**src/rtl/irn_pkg.sv**
```systemverilog
`default_nettype none

package irn_pkg;

    localparam int unsigned ValueWidth = 12;
    localparam int unsigned IndexWidth = 4;
    localparam int unsigned CharWidth  = 8;

    localparam logic [ValueWidth-1:0] MaxValid = 12'd3999;

    localparam logic [CharWidth-1:0] CharI = 8'h49;
    localparam logic [CharWidth-1:0] CharV = 8'h56;
    localparam logic [CharWidth-1:0] CharX = 8'h58;
    localparam logic [CharWidth-1:0] CharL = 8'h4C;
    localparam logic [CharWidth-1:0] CharC = 8'h43;
    localparam logic [CharWidth-1:0] CharD = 8'h44;
    localparam logic [CharWidth-1:0] CharM = 8'h4D;
    localparam logic [CharWidth-1:0] CharNone = 8'h00;

    // Result of one compare-and-subtract against the current table entry.
    typedef struct packed {
        logic                  fits;
        logic [ValueWidth-1:0] diff;
        logic [CharWidth-1:0]  first_char;
        logic [CharWidth-1:0]  second_char;
        logic                  pair;
    } step_t;

    function automatic logic [ValueWidth-1:0] roman_value(input logic [IndexWidth-1:0] idx);
        logic [ValueWidth-1:0] v;
        unique case (idx)
            4'd0:    v = 12'd1000;
            4'd1:    v = 12'd900;
            4'd2:    v = 12'd500;
            4'd3:    v = 12'd400;
            4'd4:    v = 12'd100;
            4'd5:    v = 12'd90;
            4'd6:    v = 12'd50;
            4'd7:    v = 12'd40;
            4'd8:    v = 12'd10;
            4'd9:    v = 12'd9;
            4'd10:   v = 12'd5;
            4'd11:   v = 12'd4;
            default: v = 12'd1;
        endcase
        return v;
    endfunction

    function automatic logic [CharWidth-1:0] roman_first(input logic [IndexWidth-1:0] idx);
        logic [CharWidth-1:0] c;
        unique case (idx)
            4'd0:    c = CharM;
            4'd1:    c = CharC;
            4'd2:    c = CharD;
            4'd3:    c = CharC;
            4'd4:    c = CharC;
            4'd5:    c = CharX;
            4'd6:    c = CharL;
            4'd7:    c = CharX;
            4'd8:    c = CharX;
            4'd9:    c = CharI;
            4'd10:   c = CharV;
            default: c = CharI;
        endcase
        return c;
    endfunction

    function automatic logic [CharWidth-1:0] roman_second(input logic [IndexWidth-1:0] idx);
        logic [CharWidth-1:0] c;
        unique case (idx)
            4'd1:    c = CharM;
            4'd3:    c = CharD;
            4'd5:    c = CharC;
            4'd7:    c = CharL;
            4'd9:    c = CharX;
            4'd11:   c = CharV;
            default: c = CharNone;
        endcase
        return c;
    endfunction

endpackage

`default_nettype wire

```
**src/rtl/irn_step_unit.sv**
```systemverilog
`default_nettype none

// Shared compare-and-subtract unit: checks the remaining value against one
// table entry and looks up the symbol letters for that entry.
module irn_step_unit (
    input  wire logic [irn_pkg::ValueWidth-1:0] remaining,
    input  wire logic [irn_pkg::IndexWidth-1:0] idx,
    output irn_pkg::step_t                      step
);

    logic [irn_pkg::ValueWidth-1:0] table_value;

    always_comb
    begin
        table_value      = irn_pkg::roman_value(idx);
        step.fits        = (remaining >= table_value);
        step.diff        = remaining - table_value;
        step.first_char  = irn_pkg::roman_first(idx);
        step.second_char = irn_pkg::roman_second(idx);
        step.pair        = (step.second_char != irn_pkg::CharNone);
    end

endmodule

`default_nettype wire

```
**src/rtl/integer_to_roman_numeral.sv**
```systemverilog
`default_nettype none

// Integer to Roman numeral converter. Each input transaction carries a 12-bit
// number; the block answers with one output transaction per ASCII letter of
// its Roman numeral (I V X L C D M), with last set on the final letter and
// error clear. A number of 0 or above 3999 instead gives exactly one output
// transaction with character 0, last 1 and error 1. Conversion is greedy over
// the 13-entry table 1000, 900, 500, ... 4, 1 using a single compare-and-
// subtract unit under a small sequencer: each cycle it either emits one
// letter, steps to the next table entry, or waits while the letter it owes
// finds the output register full. The longest numeral, for 3888, has 15
// letters. Results sit in an output register, so a letter may wait for the
// consumer while the sequencer keeps advancing table entries. Only one number
// is in flight at a time: in_ready is high when the sequencer is idle and the
// output register is free or being emptied.
module integer_to_roman_numeral (
    input  wire logic                           clk,
    input  wire logic                           rst_n,
    input  wire logic                           in_valid,
    output logic                                in_ready,
    input  wire logic [irn_pkg::ValueWidth-1:0] number,
    output logic                                out_valid,
    input  wire logic                           out_ready,
    output logic [irn_pkg::CharWidth-1:0]       character,
    output logic                                last,
    output logic                                error
);

    typedef enum logic {
        ST_IDLE,
        ST_RUN
    } state_t;

    state_t                         state_reg, state_next;
    logic [irn_pkg::ValueWidth-1:0] rem_reg, rem_next;
    logic [irn_pkg::IndexWidth-1:0] idx_reg, idx_next;
    logic                           pend_reg, pend_next;
    logic                           out_valid_reg, out_valid_next;
    logic [irn_pkg::CharWidth-1:0]  char_reg, char_next;
    logic                           last_reg, last_next;
    logic                           err_reg, err_next;

    logic           out_free;
    logic           in_take;
    logic           bad_number;
    irn_pkg::step_t step;

    irn_step_unit u_step (
        .remaining (rem_reg),
        .idx       (idx_reg),
        .step      (step)
    );

    // The output register can take a new letter when empty or being read.
    assign out_free   = !out_valid_reg || out_ready;
    assign in_ready   = (state_reg == ST_IDLE) && out_free;
    assign in_take    = in_valid && in_ready;
    assign bad_number = (number == '0) || (number > irn_pkg::MaxValid);

    always_comb
    begin
        state_next     = state_reg;
        rem_next       = rem_reg;
        idx_next       = idx_reg;
        pend_next      = pend_reg;
        out_valid_next = out_valid_reg;
        char_next      = char_reg;
        last_next      = last_reg;
        err_next       = err_reg;

        if (out_valid_reg && out_ready)
        begin
            out_valid_next = 1'b0;
        end

        unique case (state_reg)
            ST_IDLE:
            begin
                if (in_take)
                begin
                    if (bad_number)
                    begin
                        // Out-of-range numbers get a single flagged result.
                        out_valid_next = 1'b1;
                        char_next      = irn_pkg::CharNone;
                        last_next      = 1'b1;
                        err_next       = 1'b1;
                    end
                    else
                    begin
                        rem_next   = number;
                        idx_next   = '0;
                        pend_next  = 1'b0;
                        state_next = ST_RUN;
                    end
                end
            end
            ST_RUN:
            begin
                if (pend_reg)
                begin
                    // Second letter of a subtractive pair such as CM or IV.
                    if (out_free)
                    begin
                        out_valid_next = 1'b1;
                        char_next      = step.second_char;
                        last_next      = (rem_reg == '0);
                        err_next       = 1'b0;
                        pend_next      = 1'b0;
                        if (rem_reg == '0)
                        begin
                            state_next = ST_IDLE;
                        end
                    end
                end
                else if (step.fits)
                begin
                    if (out_free)
                    begin
                        out_valid_next = 1'b1;
                        char_next      = step.first_char;
                        err_next       = 1'b0;
                        rem_next       = step.diff;
                        if (step.pair)
                        begin
                            pend_next = 1'b1;
                            last_next = 1'b0;
                        end
                        else
                        begin
                            last_next = (step.diff == '0);
                            if (step.diff == '0)
                            begin
                                state_next = ST_IDLE;
                            end
                        end
                    end
                end
                else
                begin
                    // The remaining value is below this entry: move down.
                    idx_next = idx_reg + 4'd1;
                end
            end
            default:
            begin
                state_next = ST_IDLE;
            end
        endcase
    end

    always_ff @(posedge clk or negedge rst_n)
    begin
        if (!rst_n)
        begin
            state_reg     <= ST_IDLE;
            rem_reg       <= '0;
            idx_reg       <= '0;
            pend_reg      <= 1'b0;
            out_valid_reg <= 1'b0;
            char_reg      <= '0;
            last_reg      <= 1'b0;
            err_reg       <= 1'b0;
        end
        else
        begin
            state_reg     <= state_next;
            rem_reg       <= rem_next;
            idx_reg       <= idx_next;
            pend_reg      <= pend_next;
            out_valid_reg <= out_valid_next;
            char_reg      <= char_next;
            last_reg      <= last_next;
            err_reg       <= err_next;
        end
    end

    assign out_valid = out_valid_reg;
    assign character = char_reg;
    assign last      = last_reg;
    assign error     = err_reg;

`ifndef SYNTHESIS
    // An error result is always a single, final, blank character.
    a_error_form: assert property (@(posedge clk) disable iff (!rst_n)
        out_valid && error |-> last && (character == irn_pkg::CharNone))
        else $error("error result is not a lone final blank character");

    // A normal result is always one of the seven numeral letters.
    a_letter_set: assert property (@(posedge clk) disable iff (!rst_n)
        out_valid && !error |->
            (character == irn_pkg::CharI) || (character == irn_pkg::CharV) ||
            (character == irn_pkg::CharX) || (character == irn_pkg::CharL) ||
            (character == irn_pkg::CharC) || (character == irn_pkg::CharD) ||
            (character == irn_pkg::CharM))
        else $error("normal result carries a non-numeral character");

    // A zero input yields the error result on the very next cycle.
    a_zero_error: assert property (@(posedge clk) disable iff (!rst_n)
        in_valid && in_ready && (number == '0) |=> out_valid && error)
        else $error("zero input did not produce an error result");

    // While converting with no second letter owed, some value must remain.
    a_run_nonzero: assert property (@(posedge clk) disable iff (!rst_n)
        (state_reg == ST_RUN) && !pend_reg |-> (rem_reg != '0))
        else $error("sequencer running with nothing left to convert");
`endif

endmodule

`default_nettype wire

```
**config.mk**
```make
export PLATFORM = sky130hd
export DESIGN_NAME = integer_to_roman_numeral
export DESIGN_NICKNAME = d
export VERILOG_FILES = /design/src/rtl/irn_pkg.sv /design/src/rtl/irn_step_unit.sv /design/src/rtl/integer_to_roman_numeral.sv
export SDC_FILE = /design/constraint.sdc
export NUM_CORES = 1
export LEC_CHECK = 0
export BUFFER_PORTS_ARGS = -buffer_cell sky130_fd_sc_hd__buf_2
export CORE_ASPECT_RATIO = 1.25
export CORE_UTILIZATION = 60
export CTS_BUF_LIST = sky130_fd_sc_hd__clkbuf_4
export DETAILED_ROUTE_END_ITERATION = 7
export PLACE_DENSITY = 0.82
export SYNTH_ARGS = -nofsm -noshare
export SYNTH_HDL_FRONTEND = slang
export SYNTH_SLANG_ARGS = --single-unit
```
**constraint.sdc**
```tcl
create_clock -name clk -period 8.1 [get_ports clk]
set_clock_uncertainty 0.2 [all_clocks]
set_input_delay 1.62 -clock clk [delete_from_list [all_inputs] [get_ports clk]]
set_output_delay 1.62 -clock clk [all_outputs]
set_load 0.05 [all_outputs]
```
==> results.py, run 1 <==
metrics = {
    "floorplan": {
        "rows": 25,
        "core-area_um2": 3750,
        "die_x_um": 57.9,
        "start_util_pct": 62.3,
        "die_area_um2": 4150,
        "ios": 28,
        "die_h_um": 71.8,
    },
    "global_route": {
        "grt_usage_pct": 28.0,
        "grt.overflow.total": 0,
        "antenna_found_initial": 0,
        "grt_pass1_vias": 1924,
        "grt_max_degree": 28,
        "grt_first_pass_wirelength_mm": 8.99,
    },
    "worst_setup_path": {
        "r2r_end": "state_reg$_DFF_PN0_",
        "crit_type": "register to register",
        "cp.arrival_ns": 4.09,
        "crit_fanout": 11,
        "crit_path_start": "idx_reg[0]$_DFFE_PN0P_",
        "startpoint_type": "register",
        "required_ns": 8.13,
        "path_cells": "inv_1 -> ha_1 -> nand2_1 -> o21ai_0 -> inv_1 -> ha_1 -> nor2b_4 -> o2111a_1 -> or4b_4 -> a21o_1 -> a221oi_2 -> nor4b_2 -> o2111ai_1",
        "worstSetupPathDepth": 13,
        "cpMaxStageDelayCell": "dfrtp_1",
        "worstSetupEndpoint": "state_reg$_DFF_PN0_",
        "cp_top_family": "compound AO/OA/AOI/OAI gates",
        "end_kind": "register",
        "r2r_slack_ns": 4.04,
        "r2r.worst_path.cells": 13,
        "timing.critical_path.buf_inv": 2,
        "reg2reg_from": "idx_reg[0]$_DFFE_PN0P_",
        "critical-path-max-stage-delay_ns": 0.58,
    },
    "sta": {
        "finalHoldViolCount": 0,
        "period_share_pct": 50.1,
        "maxSlewViolCount": 0,
        "finalCriticalPeriod_ns": 4.06,
        "finalSetupViolCount": 0,
        "worstMarginPinSlew_ns": 0.760,
        "max_slew_margin_pct": 49.3,
        "clock.fmax_mhz": 247,
        "tns_ns": 0,
        "hold_ws_ns": 0.294,
        "rsz0062_at_grt": "no",
    },
    "clocking": {
        "clk_latency_ns": 0.34,
        "root_buffer": "clkbuf_4",
        "cts_buffer_depth": 2,
        "htree_levels": 1,
        "cts-buffers-inserted": 3,
        "tritoncts": "done",
        "post_cts_resized": 0,
        "cts_setup_buffers": 0,
        "path_clk_slew_ns": 0.16,
        "cts_hold_buffers": 0,
        "cts_sinks": 27,
    },
    "detailed_routing": {
        "vias": 2140,
        "dr.first_iter.drc_count": 196,
        "viasPerCell": 6.35,
        "avgRoutedWirePerCell_um": 16.5,
        "drc": 2,
        "detail-route-antenna-nets": 0,
        "route.final.wire_length_mm": 5.55,
        "drtPass1Iterations": 6,
    },
    "yosys": {
        "syn_inst": 288,
        "synth.avg_cell_area_um2": 8.12,
        "synth_edf_count": 0,
        "syn_area_um2": 2340,
        "yosys_warnings": 0,
        "async_reset_ff_share_pct": 100,
        "synthTopCellsByArea": "dfrtp_1 (29%), ha_1 (8.6%), o21ai_0 (7.5%)",
        "ys_ff_latch": 27,
        "synth.top_cell.area_share_pct": 28.9,
        "synthFlopType": "dfrtp_1",
        "ys_seq_area_share_pct": 28.9,
        "yosysTopAreaCell": "dfrtp_1",
        "synth_common_cells": "nand2_1 (35), o21ai_0 (35), dfrtp_1 (27), a21oi_1 (17), ha_1 (16)",
        "post_synth_num_cell_types": 58,
    },
    "finish": {
        "largest_register_ffs": 12,
        "diodes": 0,
        "syn2layout_area_growth_pct": 4.49,
        "fillers": 329,
        "layout.nets": 331,
        "drive_gt1_share_pct": 13.8,
    },
    "min_path": {
        "hold_class": "register to register",
    },
    "placed_design": {
        "portBuffers": 25,
        "gp_congestion": 0.906,
        "hpwlAfterDp_mm": 4.24,
    },
    "status": {
        "violations": "design-rule violations",
        "status": "complete, but fails checks",
    },
    "job": {
        "maxCapViolCount": 0,
    },
}
area by class of cell:
| cell class | instances | area [um^2] | area share, % |
|---|---|---|---|
| tap | 40 | 50.0 | 2.05 |
| inverter | 14 | 52.6 | 2.15 |
| clock inverter | 1 | 7.51 | 0.307 |
| clock buffer | 3 | 22.5 | 0.921 |
| multi-input combinational | 227 | 1510 | 61.8 |
| sequential | 27 | 676 | 27.6 |
| timing repair buffer | 25 | 125 | 5.12 |
stage by stage:
step,instance area [um^2],util [%],cells,setup slack [ns]
after global placement,2410,64.3,333,4.09
after floorplan,2340,-,289,3.96
after global routing,2440,65.1,337,3.71
after CTS,2440,65.1,337,4.05
final,2440,65.1,337,4.04
after detailed placement,2410,64.3,333,4.07
logic make-up (layout without fill, tap and decap cells):
logic type                 Yosys count  in the layout  synth area share (%)
AOI/OAI and AO/OA                   90             90                  24.9
muxes                                9              9                  3.85
and+or+nand+nor                     99             99                  22.4
other                                1              2                 0.160
adders and majority gates           17             17                  9.41
buffers and inverters               35             43                  6.68
xor gates and xnor gates            10             10                  3.74
DFF                                 27             27                  28.9
worst reg2reg max path, delay by kind of cell, from the launching register on:
family	cells	cell delay (ns)
fa+ha+maj	2	0.66
flops	1	0.58
compound gates	5	1.20
buf+inv	2	0.24
simple gates	4	1.09
cells in the final DEF (no fill, tap or decap), types with 7 or more instances in the layout:
cell     count
a21oi_1     17
nand3_1      8
mux2i_1      9
dfrtp_1     27
nand2_1     35
o21ai_0     35
inv_1       14
buf_2       25
ha_1        16
nand4_1      7
nor2_1      13
worst min path at each step:
| stage | end | from | slack [ns] | cells after the start |
|---|---|---|---|---|
| 2_1_floorplan | rem_reg[0]$_DFFE_PN0P_ | rem_reg[0]$_DFFE_PN0P_ | 0.25 | 2 |
| 3_3_place_gp | character[4]$_DFFE_PN0P_ | character[4]$_DFFE_PN0P_ | 0.26 | 2 |
| 3_5_place_dp | character[2]$_DFFE_PN0P_ | character[2]$_DFFE_PN0P_ | 0.27 | 2 |
| 4_1_cts | character[2]$_DFFE_PN0P_ | character[2]$_DFFE_PN0P_ | 0.30 | 2 |
| 5_1_grt | character[2]$_DFFE_PN0P_ | character[2]$_DFFE_PN0P_ | 0.32 | 2 |
| 6_report | character[2]$_DFFE_PN0P_ | character[2]$_DFFE_PN0P_ | 0.29 | 2 |
metal layers:
metal  track usage [%]  part of all wire [%]  up-vias
met5                 0                     0        -
met4              8.73                   2.0        0
met3              3.25                   3.3       11
met2              49.8                    52       56
met1              35.1                    43     1007
li1                  -                     -     1066
Power of run 1 is not shown: default switching activity piles up to over one toggle a cycle in this logic, so the estimate is an artifact.
==> inputs of run 2 (changes only) <==
--- a/config.mk
+++ b/config.mk
@@ -5,12 +5,13 @@
 export SDC_FILE = /design/constraint.sdc
 export NUM_CORES = 1
 export LEC_CHECK = 0
+export ABC_AREA = 1
 export BUFFER_PORTS_ARGS = -buffer_cell sky130_fd_sc_hd__buf_2
 export CORE_ASPECT_RATIO = 1.25
-export CORE_UTILIZATION = 60
+export CORE_UTILIZATION = 55
 export CTS_BUF_LIST = sky130_fd_sc_hd__clkbuf_4
 export DETAILED_ROUTE_END_ITERATION = 7
-export PLACE_DENSITY = 0.82
+export PLACE_DENSITY = 0.79
 export SYNTH_ARGS = -nofsm -noshare
 export SYNTH_HDL_FRONTEND = slang
 export SYNTH_SLANG_ARGS = --single-unit
==> constraint.sdc (replaced) <==
create_clock -name clk -period 3.3 [get_ports clk]
set_clock_uncertainty 0.2 [all_clocks]
set_input_delay 0.66 -clock clk [delete_from_list [all_inputs] [get_ports clk]]
set_output_delay 0.66 -clock clk [all_outputs]
set_load 0.05 [all_outputs]
==> results.py, run 2 <==
metrics = {
    "worst_setup_path": {
        "cp.arrival_ns": 3.22,
        "crit_fanout": 6,
        "required_ns": 3.38,
        "cp_top_family": "simple AND/OR/NAND/NOR gates",
        "timing.critical_path.buf_inv": 3,
        "end_kind": "register",
        "path_cells": "inv_2 -> ha_1 -> nor2_1 -> nor2_1 -> ha_1 -> fa_2 -> inv_1 -> nand2_1 -> nand2_2 -> nand3_2 -> nand2_2 -> nand2_2 -> nand4_2 -> nand3_2 -> o21ai_4 -> clkbuf_16 -> nand2_1 -> o21ai_0",
        "cpMaxStageDelayCell": "dfrtp_2",
        "startpoint_type": "register",
        "crit_type": "register to register",
        "crit_top_cell": "nand2_2",
        "critical-path-max-stage-delay_ns": 0.47,
    },
    "sta": {
        "max_slew_margin_pct": 55.2,
        "finalCriticalPeriod_ns": 3.15,
        "finalHoldViolCount": 0,
        "clock.fmax_mhz": 318,
        "tns_ns": 0,
        "period_share_pct": 95.3,
        "maxSlewViolCount": 0,
        "hold_ws_ns": 0.110,
        "worstMarginPinSlew_ns": 0.671,
        "finalSetupViolCount": 0,
    },
    "floorplan": {
        "ios": 28,
        "start_util_pct": 58.0,
        "core-area_um2": 4130,
        "die_area_um2": 4630,
        "die_x_um": 61.0,
        "die_h_um": 75.8,
        "rows": 26,
    },
    "yosys": {
        "synthTopCellsByArea": "dfrtp_1 (28%), nand2_1 (21%), ha_1 (8.4%)",
        "post_synth_num_cell_types": 38,
        "synthFlopType": "dfrtp_1",
        "syn_inst": 369,
        "yosysTopAreaCell": "dfrtp_1",
        "async_reset_ff_share_pct": 100,
        "ys_seq_area_share_pct": 28.2,
        "synth.top_cell.area_share_pct": 28.2,
        "synth.avg_cell_area_um2": 6.49,
        "ys_ff_latch": 27,
        "yosysMostFrequentCell": "nand2_1",
        "yosys_warnings": 0,
        "synth_edf_count": 0,
        "syn_area_um2": 2400,
        "synth_common_cells": "nand2_1 (132), inv_1 (44), nor2_1 (36), dfrtp_1 (27)",
    },
    "finish": {
        "fillers": 395,
        "largest_register_ffs": 12,
        "diodes": 0,
        "drive_gt1_share_pct": 17.8,
        "syn2layout_area_growth_pct": 12.9,
        "layout.nets": 432,
        "layout_commonest_cell": "nand2_1",
        "utilization_pct": 65.5,
        "layout_common_cells": "nand2_1 (131), inv_1 (42), nor2_1 (35)",
    },
    "placed_design": {
        "portBuffers": 25,
        "gp_congestion": 0.957,
        "hpwlAfterDp_mm": 4.82,
    },
    "clocking": {
        "cts_hold_buffers": 0,
        "path_clk_slew_ns": 0.16,
        "cts_buffer_depth": 2,
        "htree_levels": 1,
        "root_buffer": "clkbuf_4",
        "cts-buffers-inserted": 3,
        "clk_latency_ns": 0.34,
        "cts_sinks": 27,
        "tritoncts": "done",
    },
    "detailed_routing": {
        "dr.first_iter.drc_count": 133,
        "route.final.wire_length_mm": 6.57,
        "avgRoutedWirePerCell_um": 14.5,
        "drtPass1Iterations": 5,
        "vias": 2538,
        "drc": 0,
        "detail-route-antenna-nets": 0,
        "viasPerCell": 5.59,
    },
    "global_route": {
        "antenna_found_initial": 0,
        "grt_usage_pct": 29.0,
        "grt.overflow.total": 0,
        "grt_max_degree": 28,
        "grt_first_pass_wirelength_mm": 9.88,
        "grt_pass1_vias": 2180,
    },
    "min_path": {
        "hold_class": "input pin to asynchronous set/reset pin",
    },
    "job": {
        "maxCapViolCount": 0,
    },
    "status": {
        "status": "complete, no violations",
    },
}
## run 2: changes by cell type after synthesis, moves of 8 or more
cell      previous run  this run
nand2_1             35       132
clkbuf_1            15         4
mux2i_1              9         0
o21ai_2              0         8
nor2_1              13        36
inv_1               14        44
o21ai_0             35        16
## run 2: path summary, 6_finish.rpt
| check | start | to | slack (ns) | cells after the start |
|---|---|---|---|---|
| hold / removal | rst_n | last$_DFFE_PN0P_ | 0.11 | 1 |
| max in group asynchronous | rst_n | idx_reg[1]$_DFFE_PN0P_ | 2.34 | 1 |
| setup reg to reg | idx_reg[1]$_DFFE_PN0P_ | rem_reg[0]$_DFFE_PN0P_ | 0.15 | 18 |
| setup / recovery | idx_reg[1]$_DFFE_PN0P_ | rem_reg[0]$_DFFE_PN0P_ | 0.15 | 18 |
| min in group clk | character[6]$_DFFE_PN0P_ | character[6]$_DFFE_PN0P_ | 0.29 | 2 |
| hold reg to reg | character[6]$_DFFE_PN0P_ | character[6]$_DFFE_PN0P_ | 0.29 | 2 |
## run 2: cell families (layout without fill, tap and decap cells)
| logic type | after synthesis | in the layout | synth area share [%] |
|---|---|---|---|
| XOR/XNOR | 3 | 3 | 1.10 |
| buffers and inverters | 56 | 84 | 9.82 |
| other | 1 | 2 | 0.157 |
| adder cells (fa/ha/maj) | 17 | 17 | 9.19 |
| flip-flops | 27 | 27 | 28.2 |
| AO/OA/AOI/OAI | 54 | 54 | 14.1 |
| AND/OR/NAND/NOR | 211 | 211 | 37.4 |
## run 2: routing by layer
metal | part of all wire (%) | routed length [um] | track usage [%]
met4 | 5.7 | 377 | 16.7
met5 | 0 | 0 | 0
met3 | 6.7 | 439 | 3.40
met1 | 39 | 2560 | 35.0
met2 | 49 | 3200 | 49.2
## run 2: through the flow
stage	setup slack (ns)	cells	area [um^2]
global route	-0.00621	454	2710
floorplan	0.366	370	2400
finish	0.154	454	2710
detailed placement	0.0973	444	2570
CTS	0.0541	448	2600
global placement	0.110	444	2570
## run 2: worst reg2reg max path: stages, from the launching register on
cell and delay (ns):
dfrtp_2 0.47, inv_2 0.09, ha_1 0.24, nor2_1 0.13, nor2_1 0.06, ha_1 0.21
fa_2 0.36, inv_1 0.06, nand2_1 0.06, nand2_2 0.10, nand3_2 0.09, nand2_2 0.09
nand2_2 0.06, nand4_2 0.09, nand3_2 0.11, o21ai_4 0.32, clkbuf_16 0.23, nand2_1 0.05
o21ai_0 0.07
## run 2: area by class of cell
type	instances	area (um^2)	share of cell area, %
Sequential cell	27	679	25.1
Clock inverter	1	5.00	0.185
Multi-Input combinational cell	287	1510	55.7
Inverter	45	169	6.24
Timing Repair Buffer	35	251	9.30
Clock buffer	3	22.5	0.833
Tap cell	56	70.1	2.59
## run 2: what timing repair did
action | 4_1_cts | 5_1_grt
resized for setup | 0 | 11
buffers inserted | 0 | 3
endpoints found under the setup margin | 0 | 27
Power of run 2 is left out for the same reason.
